==> config.mk <==
export PLATFORM = sky130hd
export DESIGN_NAME = tga_stream_decoder_top
export DESIGN_NICKNAME = d
export VERILOG_FILES = /design/src/hdl/tga_pkg.sv /design/src/hdl/tga_stream_decoder_top.sv /design/src/hdl/tga_in_reg.sv /design/src/hdl/tga_decode.sv /design/src/hdl/tga_out_reg.sv
export SDC_FILE = /design/constraint.sdc
export NUM_CORES = 1
export LEC_CHECK = 0
export BUFFER_PORTS_ARGS = -buffer_cell sky130_fd_sc_hd__buf_4
export CORE_MARGIN = 5
export CORE_UTILIZATION = 40
export CTS_BUF_LIST = sky130_fd_sc_hd__clkbuf_16
export DETAILED_ROUTE_END_ITERATION = 16
export SYNTH_ARGS = -nofsm -noshare
export SYNTH_HDL_FRONTEND = slang
export SYNTH_SLANG_ARGS = --single-unit
==> constraint.sdc <==
create_clock -name clock -period 18.48 [get_ports clock]
set_clock_uncertainty 0.15 [all_clocks]
set_input_delay 2.772 -clock clock [delete_from_list [all_inputs] [get_ports clock]]
set_output_delay 2.772 -clock clock [all_outputs]
set_load 0.005 [all_outputs]
==> src/hdl/tga_pkg.sv <==
// shared types and constants of the tga stream decoder
package tga_pkg;

   // result kinds
   localparam logic [1:0] KIND_HEADER = 2'd0;
   localparam logic [1:0] KIND_PIXEL  = 2'd1;
   localparam logic [1:0] KIND_ERROR  = 2'd2;

   // header layout
   localparam logic [4:0] HDR_TYPE      = 5'd2;
   localparam logic [4:0] HDR_FIXED_END = 5'd12;
   localparam logic [4:0] HDR_WIDTH_LO  = 5'd12;
   localparam logic [4:0] HDR_WIDTH_HI  = 5'd13;
   localparam logic [4:0] HDR_HEIGHT_LO = 5'd14;
   localparam logic [4:0] HDR_HEIGHT_HI = 5'd15;
   localparam logic [4:0] HDR_DEPTH     = 5'd16;

   // header values
   localparam logic [7:0] TYPE_RAW = 8'h02;
   localparam logic [7:0] TYPE_RLE = 8'h0A;
   localparam logic [7:0] DEPTH_24 = 8'd24;
   localparam logic [7:0] DEPTH_32 = 8'd32;

   // largest run length of one packet
   localparam logic [7:0] MAX_RUN = 8'd128;

   typedef enum logic [4:0] {
      PH_WAIT    = 5'b00001,
      PH_HEADER  = 5'b00010,
      PH_PACKET  = 5'b00100,
      PH_LITERAL = 5'b01000,
      PH_RUN     = 5'b10000
   } tga_phase_type;

   typedef struct packed {
      logic [7:0] data_byte;
      logic       frame_start;
   } tga_beat_type;

   typedef struct packed {
      logic [1:0]  result_kind;
      logic [31:0] pixel_value;
      logic [7:0]  repeat_count;
      logic [15:0] image_width;
      logic [15:0] image_height;
      logic        four_byte_pixels;
      logic        is_compressed;
      logic        image_done;
   } tga_result_type;

endpackage

==> src/hdl/tga_stream_decoder_top.sv <==
// top level of the tga stream decoder
//
// takes a tga file one byte per beat on the req_ channel; req_frame_start
// marks header byte 0 of a new file and may abandon an image in progress
// after the 18-byte header one header-info result gives width, height,
// depth and compression, or a format error result is sent at the first bad
// header byte; then each raw pixel gives one pixel result and each run
// packet gives one result with its repeat count, clipped to the pixels left
// the result that finishes the image carries rsp_image_done
// bytes outside a frame are dropped without a result
// path: an accepted beat is held in the input register and decoded out of
// it, and its result, if any, is loaded into the result register, which
// drives rsp_valid
// throughput: one byte per cycle unless a result stalls, set by the single
// decode pass between the input register and the result register; the
// header multiply of width by height sits in that pass
// reset: the decoder waits for a frame start, both registers are empty
// stall: a held result stays in the result register; one more beat can wait
// in the input register, and req_ready drops only when both are full
module tga_stream_decoder_top
   import tga_pkg::*;
#(
   parameter int DIM_BITS = 16
)
(
   input  logic        clock,
   input  logic        reset,
   input  logic        req_valid,
   output logic        req_ready,
   input  logic [7:0]  req_data_byte,
   input  logic        req_frame_start,
   output logic        rsp_valid,
   input  logic        rsp_ready,
   output logic [1:0]  rsp_result_kind,
   output logic [31:0] rsp_pixel_value,
   output logic [7:0]  rsp_repeat_count,
   output logic [15:0] rsp_image_width,
   output logic [15:0] rsp_image_height,
   output logic        rsp_four_byte_pixels,
   output logic        rsp_is_compressed,
   output logic        rsp_image_done
);

   tga_beat_type   req_beat;
   tga_beat_type   beat;
   logic           beat_valid;
   logic           advance;
   logic           dec_valid;
   tga_result_type dec_result;
   tga_result_type rsp_result;

   assign req_beat.data_byte   = req_data_byte;
   assign req_beat.frame_start = req_frame_start;

   // a held byte is decoded when the result register is free or draining
   assign advance = beat_valid && (!rsp_valid || rsp_ready);

   tga_in_reg u_in_reg (
      .clock      (clock),
      .reset      (reset),
      .req_valid  (req_valid),
      .req_ready  (req_ready),
      .req_beat   (req_beat),
      .pop        (advance),
      .beat_valid (beat_valid),
      .beat       (beat)
   );

   tga_decode #(
      .DIM_BITS (DIM_BITS)
   ) u_decode (
      .clock     (clock),
      .reset     (reset),
      .step      (advance),
      .beat      (beat),
      .res_valid (dec_valid),
      .res       (dec_result)
   );

   tga_out_reg u_out_reg (
      .clock       (clock),
      .reset       (reset),
      .load        (advance),
      .load_valid  (dec_valid),
      .load_result (dec_result),
      .rsp_ready   (rsp_ready),
      .rsp_valid   (rsp_valid),
      .rsp_result  (rsp_result)
   );

   assign rsp_result_kind      = rsp_result.result_kind;
   assign rsp_pixel_value      = rsp_result.pixel_value;
   assign rsp_repeat_count     = rsp_result.repeat_count;
   assign rsp_image_width      = rsp_result.image_width;
   assign rsp_image_height     = rsp_result.image_height;
   assign rsp_four_byte_pixels = rsp_result.four_byte_pixels;
   assign rsp_is_compressed    = rsp_result.is_compressed;
   assign rsp_image_done       = rsp_result.image_done;

   // a byte waiting on a stalled result is not lost or changed
   a_held_beat_kept: assert property (@(posedge clock) disable iff (reset)
      beat_valid && !advance |=> beat_valid && $stable(beat))
      else $error("input beat dropped or changed while stalled");

   // error results carry nothing but their kind
   a_error_fields_zero: assert property (@(posedge clock) disable iff (reset)
      rsp_valid && (rsp_result_kind == KIND_ERROR)
      |-> (rsp_pixel_value == 32'd0) && (rsp_repeat_count == 8'd0)
          && (rsp_image_width == 16'd0) && (rsp_image_height == 16'd0)
          && !rsp_four_byte_pixels && !rsp_is_compressed && !rsp_image_done)
      else $error("format error result with nonzero fields");

   // an empty input register always takes a beat
   a_ready_when_empty: assert property (@(posedge clock) disable iff (reset)
      !beat_valid |-> req_ready)
      else $error("input refused while input register empty");

endmodule

==> src/hdl/tga_in_reg.sv <==
// input register stage holding one accepted byte beat
module tga_in_reg
   import tga_pkg::*;
(
   input  logic         clock,
   input  logic         reset,
   input  logic         req_valid,
   output logic         req_ready,
   input  tga_beat_type req_beat,
   input  logic         pop,
   output logic         beat_valid,
   output tga_beat_type beat
);

   logic         valid_ff, valid_in;
   tga_beat_type beat_ff, beat_in;

   assign req_ready = !valid_ff || pop;

   always_comb begin
      valid_in = valid_ff;
      beat_in  = beat_ff;
      if (req_ready) begin
         valid_in = req_valid;
         beat_in  = req_beat;
      end
   end

   always_ff @(posedge clock) begin
      if (reset) begin
         valid_ff <= 1'b0;
      end else begin
         valid_ff <= valid_in;
      end
      beat_ff <= beat_in;
   end

   assign beat_valid = valid_ff;
   assign beat       = beat_ff;

endmodule

==> src/hdl/tga_decode.sv <==
// header check, packet parsing and pixel assembly, one byte per step
module tga_decode
   import tga_pkg::*;
#(
   parameter int DIM_BITS = 16
)
(
   input  logic           clock,
   input  logic           reset,
   input  logic           step,
   input  tga_beat_type   beat,
   output logic           res_valid,
   output tga_result_type res
);

   localparam int PL_W = 2 * DIM_BITS;
   localparam logic [16:0] MAX_DIM = 17'((1 << DIM_BITS) - 1);

   tga_phase_type   phase_ff, phase_in;
   logic [4:0]      hidx_ff, hidx_in;
   logic            comp_ff, comp_in;
   logic            depth_ff, depth_in;
   logic [15:0]     width_ff, width_in;
   logic [15:0]     height_ff, height_in;
   logic [PL_W-1:0] pl_ff, pl_in;
   logic [7:0]      pkt_ff, pkt_in;
   logic [1:0]      bip_ff, bip_in;
   logic [31:0]     asm_ff, asm_in;

   tga_phase_type   cur_phase;
   logic [4:0]      cur_hidx;
   logic [1:0]      cur_bip;
   logic [7:0]      cur_pkt;
   logic [PL_W-1:0] cur_pl;
   logic [7:0]      b;
   logic [31:0]     pix_asm;
   logic            pix_done;
   logic [1:0]      last_k;
   logic [PL_W-1:0] area;
   logic            area_zero;
   logic            dim_bad;
   logic [7:0]      run_rep;
   logic [7:0]      rep_sel;
   logic [PL_W-1:0] pl_next;
   logic [7:0]      pkt_dec;

   always_comb begin
      b         = beat.data_byte;
      cur_phase = beat.frame_start ? PH_HEADER : phase_ff;
      cur_hidx  = beat.frame_start ? 5'd0 : hidx_ff;
      cur_bip   = beat.frame_start ? 2'd0 : bip_ff;
      cur_pkt   = beat.frame_start ? 8'd0 : pkt_ff;
      cur_pl    = beat.frame_start ? '0 : pl_ff;

      // pixel byte assembly
      last_k   = depth_ff ? 2'd3 : 2'd2;
      pix_asm  = (cur_bip == 2'd0) ? {24'd0, b} : (asm_ff | ({24'd0, b} << {cur_bip, 3'b000}));
      pix_done = (cur_bip >= last_k);

      // image size
      area      = PL_W'(width_ff[DIM_BITS-1:0]) * PL_W'(height_ff[DIM_BITS-1:0]);
      area_zero = (width_ff == 16'd0) || (height_ff == 16'd0);
      dim_bad   = ({1'b0, width_ff} > MAX_DIM) || ({1'b0, height_ff} > MAX_DIM);

      // run clipped to remaining pixels
      run_rep = (cur_pl < PL_W'(cur_pkt)) ? cur_pl[7:0] : cur_pkt;
      rep_sel = (cur_phase == PH_RUN) ? run_rep : 8'd1;
      pl_next = cur_pl - PL_W'(rep_sel);
      pkt_dec = cur_pkt - 8'd1;

      phase_in  = cur_phase;
      hidx_in   = cur_hidx;
      comp_in   = comp_ff;
      depth_in  = depth_ff;
      width_in  = width_ff;
      height_in = height_ff;
      pl_in     = cur_pl;
      pkt_in    = cur_pkt;
      bip_in    = cur_bip;
      asm_in    = asm_ff;

      res_valid = 1'b0;
      res       = '0;

      case (cur_phase)
         PH_HEADER: begin
            hidx_in = cur_hidx + 5'd1;
            if (cur_hidx == HDR_TYPE) begin
               if (b == TYPE_RAW) begin
                  comp_in = 1'b0;
               end else if (b == TYPE_RLE) begin
                  comp_in = 1'b1;
               end else begin
                  phase_in        = PH_WAIT;
                  res_valid       = 1'b1;
                  res.result_kind = KIND_ERROR;
               end
            end else if (cur_hidx < HDR_FIXED_END) begin
               if (b != 8'd0) begin
                  phase_in        = PH_WAIT;
                  res_valid       = 1'b1;
                  res.result_kind = KIND_ERROR;
               end
            end else if (cur_hidx == HDR_WIDTH_LO) begin
               width_in = {width_ff[15:8], b};
            end else if (cur_hidx == HDR_WIDTH_HI) begin
               width_in = {b, width_ff[7:0]};
            end else if (cur_hidx == HDR_HEIGHT_LO) begin
               height_in = {height_ff[15:8], b};
            end else if (cur_hidx == HDR_HEIGHT_HI) begin
               height_in = {b, height_ff[7:0]};
            end else if (cur_hidx == HDR_DEPTH) begin
               if (b == DEPTH_24) begin
                  depth_in = 1'b0;
               end else if (b == DEPTH_32) begin
                  depth_in = 1'b1;
               end else begin
                  phase_in        = PH_WAIT;
                  res_valid       = 1'b1;
                  res.result_kind = KIND_ERROR;
               end
            end else begin
               // descriptor byte closes the header
               res_valid = 1'b1;
               if (dim_bad) begin
                  phase_in        = PH_WAIT;
                  res.result_kind = KIND_ERROR;
               end else begin
                  pl_in  = area;
                  bip_in = 2'd0;
                  pkt_in = 8'd0;
                  if (area_zero) begin
                     phase_in = PH_WAIT;
                  end else begin
                     phase_in = comp_ff ? PH_PACKET : PH_LITERAL;
                  end
                  res.result_kind      = KIND_HEADER;
                  res.image_width      = width_ff;
                  res.image_height     = height_ff;
                  res.four_byte_pixels = depth_ff;
                  res.is_compressed    = comp_ff;
                  res.image_done       = area_zero;
               end
            end
         end
         PH_PACKET: begin
            // both packet kinds carry count minus one in the low seven bits
            bip_in   = 2'd0;
            pkt_in   = {1'b0, b[6:0]} + 8'd1;
            phase_in = b[7] ? PH_RUN : PH_LITERAL;
         end
         PH_LITERAL, PH_RUN: begin
            asm_in = pix_asm;
            bip_in = pix_done ? 2'd0 : cur_bip + 2'd1;
            if (pix_done) begin
               pl_in                = pl_next;
               res_valid            = 1'b1;
               res.result_kind      = KIND_PIXEL;
               res.pixel_value      = pix_asm;
               res.repeat_count     = rep_sel;
               res.image_width      = width_ff;
               res.image_height     = height_ff;
               res.four_byte_pixels = depth_ff;
               res.is_compressed    = comp_ff;
               res.image_done       = (pl_next == '0);
               if (cur_phase == PH_RUN) begin
                  pkt_in   = 8'd0;
                  phase_in = (pl_next == '0) ? PH_WAIT : PH_PACKET;
               end else if (pl_next == '0) begin
                  phase_in = PH_WAIT;
               end else if (comp_ff) begin
                  pkt_in = pkt_dec;
                  if (pkt_dec == 8'd0) begin
                     phase_in = PH_PACKET;
                  end
               end
            end
         end
         default: begin
            phase_in = PH_WAIT;
         end
      endcase
   end

   always_ff @(posedge clock) begin
      if (reset) begin
         phase_ff  <= PH_WAIT;
         hidx_ff   <= 5'd0;
         comp_ff   <= 1'b0;
         depth_ff  <= 1'b0;
         width_ff  <= 16'd0;
         height_ff <= 16'd0;
         pl_ff     <= '0;
         pkt_ff    <= 8'd0;
         bip_ff    <= 2'd0;
         asm_ff    <= 32'd0;
      end else if (step) begin
         phase_ff  <= phase_in;
         hidx_ff   <= hidx_in;
         comp_ff   <= comp_in;
         depth_ff  <= depth_in;
         width_ff  <= width_in;
         height_ff <= height_in;
         pl_ff     <= pl_in;
         pkt_ff    <= pkt_in;
         bip_ff    <= bip_in;
         asm_ff    <= asm_in;
      end
   end

   a_start_zero_enters_header: assert property (@(posedge clock) disable iff (reset)
      step && beat.frame_start && (beat.data_byte == 8'd0)
      |=> (phase_ff == PH_HEADER) && (hidx_ff == 5'd1))
      else $error("frame start with zero byte did not open the header");

   a_pixel_repeat_range: assert property (@(posedge clock) disable iff (reset)
      step && res_valid && (res.result_kind == KIND_PIXEL)
      |-> (res.repeat_count != 8'd0) && (res.repeat_count <= MAX_RUN))
      else $error("pixel result with repeat outside 1..128");

   a_error_waits: assert property (@(posedge clock) disable iff (reset)
      step && res_valid && (res.result_kind == KIND_ERROR) |=> (phase_ff == PH_WAIT))
      else $error("decoder not waiting after a format error");

endmodule

==> src/hdl/tga_out_reg.sv <==
// result register holding one decoded beat until the receiver takes it
module tga_out_reg
   import tga_pkg::*;
(
   input  logic           clock,
   input  logic           reset,
   input  logic           load,
   input  logic           load_valid,
   input  tga_result_type load_result,
   input  logic           rsp_ready,
   output logic           rsp_valid,
   output tga_result_type rsp_result
);

   logic           valid_ff, valid_in;
   tga_result_type result_ff, result_in;

   always_comb begin
      valid_in  = valid_ff;
      result_in = result_ff;
      if (load) begin
         valid_in  = load_valid;
         result_in = load_result;
      end else if (rsp_ready) begin
         valid_in = 1'b0;
      end
   end

   always_ff @(posedge clock) begin
      if (reset) begin
         valid_ff <= 1'b0;
      end else begin
         valid_ff <= valid_in;
      end
      result_ff <= result_in;
   end

   assign rsp_valid  = valid_ff;
   assign rsp_result = result_ff;

endmodule
==> results.yml <==
drt:
  drt_first_pass_iters: 8
  post_drt_wl_per_cell_um: 19.84
  routed.top_layer: "met4"
  vias: 16030
  route.met2.wl_mm: 26.25
  drt-total-wl_mm: 56.98
  drt-initial-drc-count: 1421
  drc: 0
  ant_nets: 0
  met1_length_mm: 25.73
  dr_wl_met3_mm: 3.605
  vias_per_cell: 5.582
floorplanning:
  core.rowCount: 80
  die_area_um2: 53210
  die_h_um: 230.7
  ioPinCount: 92
  core_area_um2: 47950
  die_x_um: 230.7
  start_util: 0.4062
timing:
  worst_pin_slew_ps: 1357
  grt_setup_unrepaired: "false"
  fin_crit_sh: 0.3994
  max_freq_mhz: 135.5
  final-setup-viol-count: 0
  period_needed_ps: 7380
  drv_slew: 0
  relSlewSlack: 0.09159
  finalSetupTns_ps: 0
  finalHoldViolCount: 0
placed_design:
  gp_congestion: 0.8623
  io_buffers: 91
  dpl.cell_count: 2823
  dp_hpwl_mm: 41.12
  postPlaceCellArea_um2: 20480
layout:
  nets: 2576
  drive_gt1_frac: 0.08197
  layout_commonest_cell: "inv_1"
  area.growth.synth_to_final_pct: 9.674
  final_cell_mix: "inv_1 (264), nor2_1 (233), nand2_1 (230)"
  final_area_um2: 21360
  stdcell_count: 2872
  n_antenna_cell: 0
power_and_ir_drop:
  powerDensity_nw_per_um2: 53.37
  vdd_drop_max_v: 0.00005773
  power.leakage_uw: 0.009544
global_routing:
  grt_pass1_vias: 15910
  grt_max_degree: 71
  grt-ovfl-total: 0
  grt_pass1_wl_mm: 90.70
  grtUsageTotal: 0.2104
  grt_antenna_before_repair: 0
yosys:
  synth_top_area_cell: "fa_1"
  synth-edff-count: 86
  synth.avg_cell_area_um2: 8.668
  synth_top_area_frac: 0.2004
  syn_nets: 2586
  ys.flop_type: "dfxtp_1"
  async_reset_ff_frac: 0
  synthCells: 2247
  synth_area_um2: 19480
  ys_types: 88
  ys_seq_elements: 206
  ys_seq_area_frac: 0.2559
  ys_warn_count: 0
  synth_area_leaders: "fa_1 (20%), edfxtp_1 (13%), dfxtp_1 (12%), ha_1 (8.4%), inv_1 (5.0%)"
cts:
  cts.sinks: 206
  cts_setup_buffers: 0
  cts-buffers-inserted: 27
  root_buffer: "clkbuf_16"
  cts_max_level: 1
  cts_tree: "yes"
  holdBufCountCts: 0
  ctsResizeCount: 0
  cts.clk_slew.worst_paths_ps: 60
  insertion_delay_ps: 560
  clockBufferDepth: 3
worst_setup_path:
  worstSetupEndpointType: "flip-flop"
  worstPathArrival_ps: 7700
  path_max_fanout: 67
  cp.required_ps: 18800
  path_class: "reg2reg"
  cp-start-kind: "flip-flop"
worst_hold_path:
  min_path_type: "reg2reg"
status:
  outcome: "complete, no violations"
flow_run:
  cap_viol_max_count: 0
## per-stage QoR
step / hold slack (ps) / setup slack, ps / util / power [uW]
floorplan: 278.7 / 11770 / - / 578.8
global route: 342.5 / 10680 / 0.4455 / 1179
finish: 319.0 / 11100 / 0.4455 / 1140
detailed placement: 304.8 / 11170 / 0.4272 / 616.5
CTS: 320.3 / 11130 / 0.4455 / 1150
global placement: 295.9 / 11160 / 0.4272 / 616.0
## final timing paths
| kind | start | end | slack, ps | cells past startpoint |
|---|---|---|---|---|
| worst max-delay path | u_in_reg.beat[0] | u_decode.pkt_ff[3] | 11100 | 23 |
| worst min-delay path | u_decode.asm_ff[30] | u_decode.asm_ff[30] | 320 | 2 |
| worst max register to register | u_in_reg.beat[0] | u_decode.pkt_ff[3] | 11100 | 23 |
| worst min register to register | u_decode.asm_ff[30] | u_decode.asm_ff[30] | 320 | 2 |
## registers in the layout, summed over array words and instances (netlist names), 2 cells and up
register	flops
u_out_reg.rsp_result	77
u_decode.asm_ff	32
u_decode.pl_ff	32
u_decode.height_ff	16
u_decode.width_ff	16
u_in_reg.beat	9
u_decode.pkt_ff	8
u_decode.hidx_ff	5
u_decode.phase_ff	5
u_decode.bip_ff	2
## synthesized netlist by cell type (10+ instances only)
cell type,instances
edfxtp_1,86
o211ai_1,11
a22oi_1,20
a211oi_1,14
nor3_1,34
a21o_1,22
o21ai_0,70
a31oi_1,17
mux2i_1,40
or3_1,11
nor2_1,233
dfxtp_1,120
a311oi_1,10
inv_1,262
o21a_1,11
nand3_1,42
nor4_1,21
ha_1,131
xnor2_1,23
clkbuf_1,133
a21oi_1,146
fa_1,195
nand4_1,11
xor2_1,14
nor2b_1,30
nand2_1,230
and2_1,155
and3_1,10
nand2b_1,14
## worst max-delay path, stage by stage, from the launching register on
cell       delay, ps
edfxtp_1         320
buf_4            560
inv_1            380
buf_4            370
nand2_1          180
inv_1             80
ha_1             290
a21o_1           160
a2111oi_0        400
o21ai_1          440
o21ai_0          410
nand2_1          130
ha_1             270
fa_1             440
nand2b_1         180
a21oi_1          350
o2bb2ai_4        230
o21ai_1          480
o311a_1          250
and4bb_1         180
and4_1           250
and2_4           240
o311a_1          370
a211oi_2         160
## power by group
| group | internal [uW] | switching [uW] | total [uW] | leakage [uW] |
|---|---|---|---|---|
| sequential | 482 | 12.6 | 495 | 0.00186 |
| clock | 309 | 222 | 532 | 0.000444 |
| combinational | 39.8 | 74.1 | 114 | 0.00724 |
| total | 831 | 309 | 1140 | 0.00954 |
## area by class of cell
type | count | area (um2)
fill | 4655 | 26580
multi-input combinational | 1630 | 12920
sequential | 206 | 4985
inverter | 262 | 985.9
timing repair buffer | 110 | 825.8
tap | 615 | 769.5
clock buffer | 27 | 675.6
clock inverter | 22 | 202.7
## logic make-up after synthesis
family | share of synthesized area
AND/OR/NAND/NOR | 0.2036
buffers and inverters | 0.08088
AO/OA/AOI/OAI | 0.1372
adder cells (fa/ha/maj) | 0.2846
flip-flops | 0.2559
multiplexers | 0.02113
XOR/XNOR | 0.01664
## metal layers
layer | up-vias | track usage
met5 | - | 0
met4 | 0 | 0.05516
met3 | 93 | 0.02753
met2 | 565 | 0.3394
met1 | 7924 | 0.3010
li1 | 7450 | -
(Power assumes the default switching activity.)
